$ cat config.mk
export PLATFORM = sky130hd
export DESIGN_NAME = ils_cell
export DESIGN_NICKNAME = d
export VERILOG_FILES = /design/src/rtl/ils_pkg.sv /design/src/rtl/ils_cell.sv
export SDC_FILE = /design/constraint.sdc
export NUM_CORES = 1
export LEC_CHECK = 0
export BUFFER_PORTS_ARGS = -buffer_cell sky130_fd_sc_hd__buf_2
export CAP_MARGIN = 20
export CORE_UTILIZATION = 40
export DETAILED_ROUTE_END_ITERATION = 16
export PLACE_DENSITY_LB_ADDON = 0.15
export REMOVE_ABC_BUFFERS = 1
export SYNTH_ARGS = -nofsm -noshare
export SYNTH_HDL_FRONTEND = slang
export SYNTH_SLANG_ARGS = --single-unit
$ cat constraint.sdc
create_clock -name clk -period 11.5 [get_ports clk]
set_input_delay 1.725 -clock clk [delete_from_list [all_inputs] [get_ports clk]]
set_output_delay 1.725 -clock clk [all_outputs]
set_load 0.01 [all_outputs]
$ cat src/rtl/ils_pkg.sv
// Shared types, constants and field layouts of the indexed list store.
package ils_pkg;

	localparam int MAX_DEPTH = 64;
	localparam int DATA_W    = 32;
	localparam int CNT_W     = $clog2(MAX_DEPTH + 1);
	localparam int POS_W     = $clog2(MAX_DEPTH);
	localparam int MODE_W    = 3;
	localparam int STAT_W    = 2;
	localparam int GRP_SIZE  = 8;
	localparam int NGRP      = (MAX_DEPTH + GRP_SIZE - 1) / GRP_SIZE;

	localparam int IN_W  = ((MODE_W + CNT_W + DATA_W + 7) / 8) * 8;
	localparam int OUT_W = ((DATA_W + STAT_W + CNT_W + CNT_W + 7) / 8) * 8;

	localparam logic [MODE_W-1:0] MODE_APPEND = 3'd0;
	localparam logic [MODE_W-1:0] MODE_INSERT = 3'd1;
	localparam logic [MODE_W-1:0] MODE_DELETE = 3'd2;
	localparam logic [MODE_W-1:0] MODE_EDIT   = 3'd3;
	localparam logic [MODE_W-1:0] MODE_READ   = 3'd4;

	localparam logic [STAT_W-1:0] STAT_OK     = 2'd0;
	localparam logic [STAT_W-1:0] STAT_BADIDX = 2'd1;
	localparam logic [STAT_W-1:0] STAT_FULL   = 2'd2;

	localparam logic [CNT_W-1:0] CAP_RESET = CNT_W'(5);
	localparam logic [CNT_W-1:0] CAP_MAX   = CNT_W'(MAX_DEPTH);

	typedef enum logic [2:0] {
		OP_NONE,
		OP_APPEND,
		OP_INSERT,
		OP_DELETE,
		OP_EDIT
	} cell_op_t;

	typedef struct packed {
		cell_op_t          op;
		logic [CNT_W-1:0]  idx;
		logic [CNT_W-1:0]  cnt;
		logic [DATA_W-1:0] data;
	} cell_ctrl_t;

	typedef enum logic {
		ST_IDLE,
		ST_GATHER
	} state_t;

endpackage

$ cat src/rtl/ils_cell.sv
// One storage cell of the list: holds one entry and shifts it with its neighbors.
module ils_cell (
	input  logic                         clk,
	input  ils_pkg::cell_ctrl_t          ctrl,
	input  logic [ils_pkg::POS_W-1:0]    pos,
	input  logic [ils_pkg::DATA_W-1:0]   left_data,
	input  logic [ils_pkg::DATA_W-1:0]   right_data,
	output logic [ils_pkg::DATA_W-1:0]   entry,
	output logic [ils_pkg::DATA_W-1:0]   sel_data
);

	logic [ils_pkg::DATA_W-1:0] entry_q;
	logic [ils_pkg::DATA_W-1:0] entry_d;
	logic [ils_pkg::CNT_W-1:0]  pos_x;
	logic [ils_pkg::CNT_W-1:0]  pos_n;

	assign pos_x = ils_pkg::CNT_W'(pos);
	assign pos_n = pos_x + ils_pkg::CNT_W'(1);

	always_comb begin
		entry_d = entry_q;
		unique case (ctrl.op)
			ils_pkg::OP_APPEND: begin
				if (pos_x == ctrl.cnt) entry_d = ctrl.data;
			end
			ils_pkg::OP_INSERT: begin
				if (pos_x == ctrl.idx) entry_d = ctrl.data;
				else if (pos_x > ctrl.idx && pos_x <= ctrl.cnt) entry_d = left_data;
			end
			ils_pkg::OP_DELETE: begin
				if (pos_x >= ctrl.idx && pos_n < ctrl.cnt) entry_d = right_data;
			end
			ils_pkg::OP_EDIT: begin
				if (pos_x == ctrl.idx) entry_d = ctrl.data;
			end
			default: entry_d = entry_q;
		endcase
	end

	always_ff @(posedge clk) begin
		entry_q <= entry_d;
	end

	assign entry    = entry_q;
	assign sel_data = (pos_x == ctrl.idx) ? entry_q : '0;

endmodule

Word-level counts from Yosys, hierarchy flattened

Index checks and enable logic that the tools add are counted.

Order comparisons: 4
Add/subtract/negate cells: 1
Multiplexer cells: 7
Reduce and logical (&&, ||, !) cells: 4
Equality and inequality tests: 10

Operators with widths:

| cell                                                 | number |
|---|---|
| two-way mux 32 bit                                   | 6 |
| one-hot mux 32 bit (4 select lines)                  | 1 |
| equality test 6 x 7 -> 1 bit                         | 2 |
| adder 6 x 1 -> 7 bit (second input constant)         | 1 |
| >= comparator 6 x 7 -> 1 bit                         | 1 |
| > comparator 6 x 7 -> 1 bit                          | 1 |
| <= comparator 6 x 7 -> 1 bit                         | 1 |
| < comparator 7 bit                                   | 1 |
| equality test 3 x 2 -> 1 bit (second input constant) | 2 |
| != test 2 bit (second input constant)                | 3 |
| AND reduction 5 bit                                  | 1 |
| nonzero test 4 bit                                   | 1 |
| equality test 3 x 1 -> 1 bit (second input constant) | 1 |
| equality test 3 bit (second input constant)          | 1 |
| != test 3 bit (second input constant)                | 1 |
| logical AND 1 bit                                    | 2 |

Bits in registers: 32
Bits of input ports: 120
Logic and storage cells: 27
Output and inout port bits: 64

Depth between registers and ports, before layout

Gate-level depths: netlist of run 1.

Depth after elaboration: 5
Depth in mapped cells: 8

Worst setup path after synthesis of run 1

No wires, ideal clock.

Path kind: input -> register
Start: input pos[0] (netlist bit)
End: register entry_q, in the netlist entry[0] (enable)
Library setup time: 441 ps
Arrival time: 4984 ps
Slack: 6076 ps
Required time: 11059 ps
Stages on the path: 8
Path buffers: 0
Cell sequence: ha_1 -> nand3_1 -> xnor2_1 -> ha_1 -> a2111oi_0 -> o21ai_0 -> a32o_1 -> nor4b_2

Longest elaborated chain between the ends: 5

Ends and longest elaborated chain:

| element                           | line           | text |
|---|---|---|
| from (decl)                       | ils_cell.sv:5  | `input logic [ils_pkg::POS_W-1:0] pos,` |
| adder 6 x 1 -> 7 bit              | ils_cell.sv:18 | `assign pos_n = pos_x + ils_pkg::CNT_W'(1);` |
| < comparator 7 bit                | ils_cell.sv:31 | `if (pos_x >= ctrl.idx && pos_n < ctrl.cnt) entry_d = right_data;` |
| logical AND 1 bit                 | ils_cell.sv:31 |  |
| != test 2 bit (no line)           | -              |  |
| AND reduction 5 bit (no line) (*) | -              |  |
| to (signal assigned)              | ils_cell.sv:41 | `entry_q <= entry_d;` |
| to (decl)                         | ils_cell.sv:12 | `logic [ils_pkg::DATA_W-1:0] entry_q;` |

Mark *: on every way between the ends. The rest lies on a longest branch, timed or not.
A chain may end at the register's enable or synchronous reset.

Worst setup path in the final report of run 1

Start: input pos[4] (netlist bit)
End: output sel_data[18] (netlist bit)

Longest elaborated chain between the ends: 2

Ends and longest elaborated chain:

| element                      | line           | text |
|---|---|---|
| equality test 6 x 7 -> 1 bit | ils_cell.sv:45 | `assign sel_data = (pos_x == ctrl.idx) ? entry_q : '0;` |
| two-way mux 32 bit           | ils_cell.sv:45 |  |
| to (decl)                    | ils_cell.sv:9  | `output logic [ils_pkg::DATA_W-1:0] sel_data` |

No other way between the ends.

==> summary.txt, run 1 <==
status: complete, no violations
post-synthesis cell type count: 32
Clock transition at path regs: 0.07 ns
final slew viol count: 0
initial antenna violation count: 0
post-layout util: 59.3%
NetSw: 0.0979 mW
sequential fraction of the synthesis area: 38.2%
FILL cells: 534
drt total wl: 7.73 mm
vias per inst: 5.42
DIE HEIGHT: 81.3 µm
Slew @ Worst Pin: 0.958 ns
Syn-to-layout area delta: 41.3%
Residual DRC: 0
GR Util met3: 4.72%
first-pass GRT wire length: 11.3 mm
Post-CTS Setup Repair Bufs: 0
total number of vias: 2,754
setup ws final: 6.36 ns
Fin Hold WS: 1.73 ns
PnR Total Power: 0.349 mW
minimum clock period: 5.14 ns
Critical Path Fanout Max: 67
post-synthesis cell count: 260
CP Capture Type: primary output
Slew HR: 34.5%
vias in the first global route: 2,390
highest clock rate: 195 MHz
switch share: 28.1%
CTS tree: yes
Routability Congestion: 0.970
footprint of the multi-input gates: 1390 µm²
die area: 6600 µm²
asr flop ratio synth: 0%
startpoint types: input port
number of flops mapped to enable cells by yosys: 32
Int Power: 0.251 mW
clock root cell: clkbuf_8
IO Pins: 184
total negative slack: 0 ns
Final HPWL DP: 5.61 mm
final period utilization: 44.7%
chip width: 81.3 µm
Core Region: 5990 µm²
Routed WL per cell: 15.2 µm
type of the worst setup path: input port to primary output
pwr/cell area: 98.1 nW/µm²
Worst Path Required: 9.78 ns
worst hold path type: input port to flip-flop
combinational share of power: 25.2%
nets@finish: 572
Final Hold Fails: 0
worst-case clock buffer depth: 2
layout cells sized above 1: 45.7%
Seq pwr share: 43.6%
Final Setup Violations: 0
GRT Resource Usage Total: 22.6%
Lkg Pwr: 1.71 nW
GRT Residual Overflow: 0
Post-DRT Antenna Nets: 0
#FFs+latches synth: 32
Main synth FF type: edfxtp_1
RSZ-0062 raised after global routing: false
Worst Path Arrival: 3.41 ns
total CTS buffers: 5
CTS Sinks: 32
pin count of the biggest net entering global routing: 68
GR Util met2: 39.5%
Initial Util: 42.0%
max reg flops: 32
Syn Area/Cell: 9.67 µm²
worst vdd ir: 63.2 µV
Mapped Area: 2510 µm²
register area: 961 µm²
Top Usage Layer GRT: met2
Detailed Route Iter0 Violations: 159
port bufs: 183
max-cap violation count: 0
GR Layer Usage met1: 27.0%
hold_buf cts: 0
DR pass1 iterations: 4
post-place setup slack: 6.39 ns
H-tree levels: 2
synth warn: 0
Clock Power Share: 31.2%
Rows: 28
ANT cells: 0
cells resized by post-CTS repair: 0
## per-layer routing
layer  share of wire (%)  vias up
met5                   0        -
met4                 2.1        0
met3                 7.1       14
met2                  51      124
met1                  40     1272
li1                    -     1344
## cell type report
cell class / instances / area share, %
Clock buffer: 5 / 1.94
Clock inverter: 3 / 1.20
Inverter: 16 / 1.69
Multi-Input combinational cell: 191 / 39.1
Sequential cell: 32 / 27.1
Tap cell: 75 / 2.64
Timing Repair Buffer: 186 / 26.4
## synth_stat cells, drive strengths merged, types with 3 or more instances
| library cell | instances | area [µm²] |
|---|---|---|
| nor2 | 5 | 26.3 |
| a22oi | 64 | 480 |
| nand3 | 5 | 25.0 |
| a21oi | 6 | 30.0 |
| edfxtp | 32 | 961 |
| xnor2 | 3 | 26.3 |
| buf | 11 | 75.1 |
| clkbuf | 10 | 41.3 |
| ha | 20 | 250 |
| inv | 16 | 60.1 |
| and2 | 32 | 200 |
| o21ai | 37 | 185 |
## worst paths after layout
check | startpoint | to | slack [ns] | cells after the start
setup / recovery | pos[4] | sel_data[18] | 6.36 | 6
hold / removal | right_data[7] | entry[7] | 1.73 | 3
## layout by cell type, fill, tap and decap left out, types with 2 or more instances in the layout
cell type / instances
a211oi_1: 2
a22oi_1: 64
nand3_1: 5
buf_2: 183
edfxtp_1: 32
o21ai_0: 25
xnor2_1: 3
a2111oi_0: 2
nand2b_1: 2
clkbuf_8: 5
and2_1: 32
a21oi_1: 6
o21ai_1: 12
inv_1: 16
ha_1: 20
nor2_1: 3
and3_1: 2
buf_4: 3
## stage by stage
stage / std cells / instance area (µm²)
after floorplan: 239 / 2400
after global placement: 500 / 3440
after detailed placement: 500 / 3440
after CTS: 508 / 3550
after global routing: 508 / 3550
final: 508 / 3550
## logic make-up (layout without fill, tap and decap cells)
logic type | Yosys count | count (layout) | share of synthesized area (%)
compound gates | 113 | 113 | 29.7
simple gates | 54 | 54 | 13.7
buf+inv | 37 | 210 | 7.02
flops | 32 | 32 | 38.2
fa+ha+maj | 20 | 20 | 9.96
xor+xnor | 4 | 4 | 1.39
## power groups by stage
stage               clock, mW  sequential [mW]  combinational, mW
floorplan                   0            0.161             0.0326
global placement            0            0.154             0.0868
detailed placement          0            0.154             0.0881
CTS                     0.112            0.152             0.0884
global route            0.115            0.154             0.0989
finish                  0.109            0.152             0.0878
## critical path: stages
cell and delay, ns:
buf_2 0.12, ha_1 0.29, and4b_1 0.22, and4_4 0.66, and2_1 0.22, buf_2 0.12
Power figures use the tool's default switching activity.
==> run 2: changes to the inputs <==
ABC_AREA = 1   (was not set)
clock period = 4.6 ns   (was 11.5 ns; I/O delays follow)
==> run 2 against run 1 <==
Combinational power rose to 2.7 times the previous value. Critical path depth is 3 higher. Flip-flop and latch count stayed put. Setup slack worse by 5.1 ns. Wire length grew 8.1%. Count of clock-buffer cells in the layout unchanged. Clock power grew 130%. Critical endpoint is now sel_data[31].
==> summary.txt, run 2 <==
asr flop ratio synth: 0% (unchanged)
startpoint types: input port
final slew viol count: 0 (unchanged)
WHS Endpoint: entry[6]
H-tree levels: 2 (unchanged)
synth warn: 0 (unchanged)
type of the worst setup path: input port to primary output
clock root cell: clkbuf_8
DR pass1 iterations: 4 (unchanged)
Synth area leaders: edfxtp_1, nor2_4, nand2_1
RSZ-0062 raised after global routing: false
post-synthesis cell count: 393 (+51%)
cells resized by post-CTS repair: 0 (unchanged)
ANT cells: 0 (unchanged)
total CTS buffers: 5 (unchanged)
post-place setup slack: 1.31 ns (-5.08 ns)
final period utilization: 71.7%
Worst Path Required: 3.91 ns (-5.87 ns)
Synth Area in Simple Gates: 31.3% (+18 points)
nets@finish: 706 (+23%)
Final Hold Fails: 0 (unchanged)
footprint of the multi-input gates: 1700 µm² (+22%)
Detailed Route Iter0 Violations: 104 (-35%)
Slew HR: 27.3% (-7.2 points)
status: complete, no violations
Routed WL per cell: 12.5 µm (-18%)
chip width: 89.3 µm (+9.9%)
post-layout util: 55.6% (-3.7 points)
Slew @ Worst Pin: 1.09 ns (+0.132 ns)
FILL cells: 733 (+37%)
post-synthesis cell type count: 24 (-25%)
IO Pins: 184 (unchanged)
Routability Congestion: 0.821 (-15%)
most frequent cells in the layout: buf_2, nand2_1, inv_1, nor2_1
most common cell in the synthesized netlist: nand2_1
hold_buf cts: 0 (unchanged)
Mapped Area: 3050 µm² (+21%)
first-pass GRT wire length: 12.2 mm (+7.9%)
post-synthesis mux area share: 0% (unchanged)
highest clock rate: 303 MHz
share of the synthesized area in the top cell type: 31.5% (-6.7 points)
Compound-Gate Fraction of Synth Area: 14.6% (-15 points)
initial antenna violation count: 0 (unchanged)
DIE HEIGHT: 89.3 µm (+9.9%)
Rows: 31 (+11%)
CTS Sinks: 32 (unchanged)
Critical Path Fanout Max: 38 (-43%)
largest family of logic cells by synthesized area: simple AND/OR/NAND/NOR gates
Worst Path Arrival: 2.61 ns (-0.80 ns)
Lkg Pwr: 2.08 nW (+22%)
cell taking the most area after synthesis: edfxtp_1
most common cell after layout, fill and taps aside: buf_2
hold wc startpoint: right_data[6]
Synth Area in Adders: 8.21% (-1.7 points)
#FFs+latches synth: 32 (unchanged)
Main synth FF type: edfxtp_1
Core Region: 7290 µm² (+22%)
vias per inst: 4.75 (-12%)
Post-CTS Setup Repair Bufs: 0 (unchanged)
Final Setup Violations: 0 (unchanged)
port bufs: 183 (unchanged)
Final HPWL DP: 6.51 mm (+16%)
GRT Resource Usage Total: 20.0% (-2.6 points)
minimum clock period: 3.30 ns
Post-DRT Antenna Nets: 0 (unchanged)
layout cells sized above 1: 40.4% (-5.3 points)
drt total wl: 8.36 mm (+8.1%)
vias in the first global route: 2,590 (+8.4%)
Syn Area/Cell: 7.76 µm² (-20%)
sequential fraction of the synthesis area: 31.5% (-6.7 points)
Clock transition at path regs: 0.07 ns (about the same)
setup ws final: 1.30 ns (-5.06 ns)
register area: 961 µm² (unchanged)
Hold Path Depth: 3 (unchanged)
XOR/XNOR Fraction of Synth Area: 1.15% (-0.24 points)
Initial Util: 41.8% (-0.14 points)
CTS tree: yes
Residual DRC: 0 (unchanged)
max-cap violation count: 0 (unchanged)
GRT Residual Overflow: 0 (unchanged)
pin count of the biggest net entering global routing: 39 (-43%)
worst vdd ir: 100 µV (+58%)
pwr/cell area: 211 nW/µm² (+110%)
total number of vias: 3,166 (+15%)
worst hold path type: input port to flip-flop
Syn-to-layout area delta: 32.9%
number of flops mapped to enable cells by yosys: 32 (unchanged)
worst-case clock buffer depth: 2 (unchanged)
die area: 7980 µm² (+21%)
CP Capture Type: primary output
most frequent cells after synthesis: nand2_1, inv_1, nor2_1
max reg flops: 32 (unchanged)
-- run 2: cell count changes in the layout (fill, tap and decap cells not counted), moves of 7 or more --
| cell | delta |
|---|---|
| inv_1 | +44 |
| o211ai_1 | +31 |
| a22oi_1 | -64 |
| nor2_1 | +39 |
| o21ai_1 | -7 |
| nand2_1 | +91 |
| and2_1 | -32 |
| nor2_4 | +31 |
-- run 2: layer usage --
layer  wire length, µm  global-route usage, %  share of wire [%]
met5                 0                      0                  0
met2              4280                   36.8                 51
met3               565                   3.51                6.8
met4                81                   4.33               0.97
met1              3440                   24.5                 41
-- run 2: final cells by class --
| cell class | instances | share of cell area [%] |
|---|---|---|
| clock buffers | 5 | 1.70 |
| clock inverters | 3 | 0.926 |
| well taps | 99 | 3.06 |
| repair buffers | 185 | 23.0 |
| inverters | 62 | 5.74 |
| multi-input cells | 280 | 41.9 |
| flip-flops and latches | 32 | 23.7 |
-- run 2: per-stage QoR --
step           cells  instance area (µm²)  setup TNS (ns)  total power, mW  hold slack [ns]
2_1_floorplan    374                 2880           -8.38            0.498            0.899
3_3_place_gp     658                 3950               0            0.607            0.990
3_5_place_dp     658                 3950               0            0.610            0.994
4_1_cts          666                 4050               0            0.866            0.697
5_1_grt          666                 4050               0            0.909            0.700
6_report         666                 4050               0            0.855            0.706
-- run 2: cells by family after synthesis --
group           after synthesis
compound gates               73
buf+inv                      81
fa+ha+maj                    20
flops                        32
xor+xnor                      4
simple gates                183
-- run 2: worst max-delay path, cell delays in order --
cell     delay (ns)
buf_2          0.07
inv_1          0.04
ha_1           0.31
nand2_1        0.10
nor2_1         0.07
nand2_4        0.37
buf_4          0.69
nor2_1         0.07
buf_2          0.16
-- run 2: worst max path at each step --
stage / from / endpoint
2_1_floorplan: ctrl[41] / entry[0]
3_3_place_gp: pos[4] / sel_data[31]
3_5_place_dp: pos[5] / sel_data[31]
4_1_cts: pos[5] / sel_data[31]
5_1_grt: ctrl[44] / sel_data[31]
6_report: ctrl[44] / sel_data[31]
-- run 2: power by group --
group	internal [mW]	switching (mW)
Sequential	0.353	0.0133
Combinational	0.101	0.134
Clock	0.157	0.0956
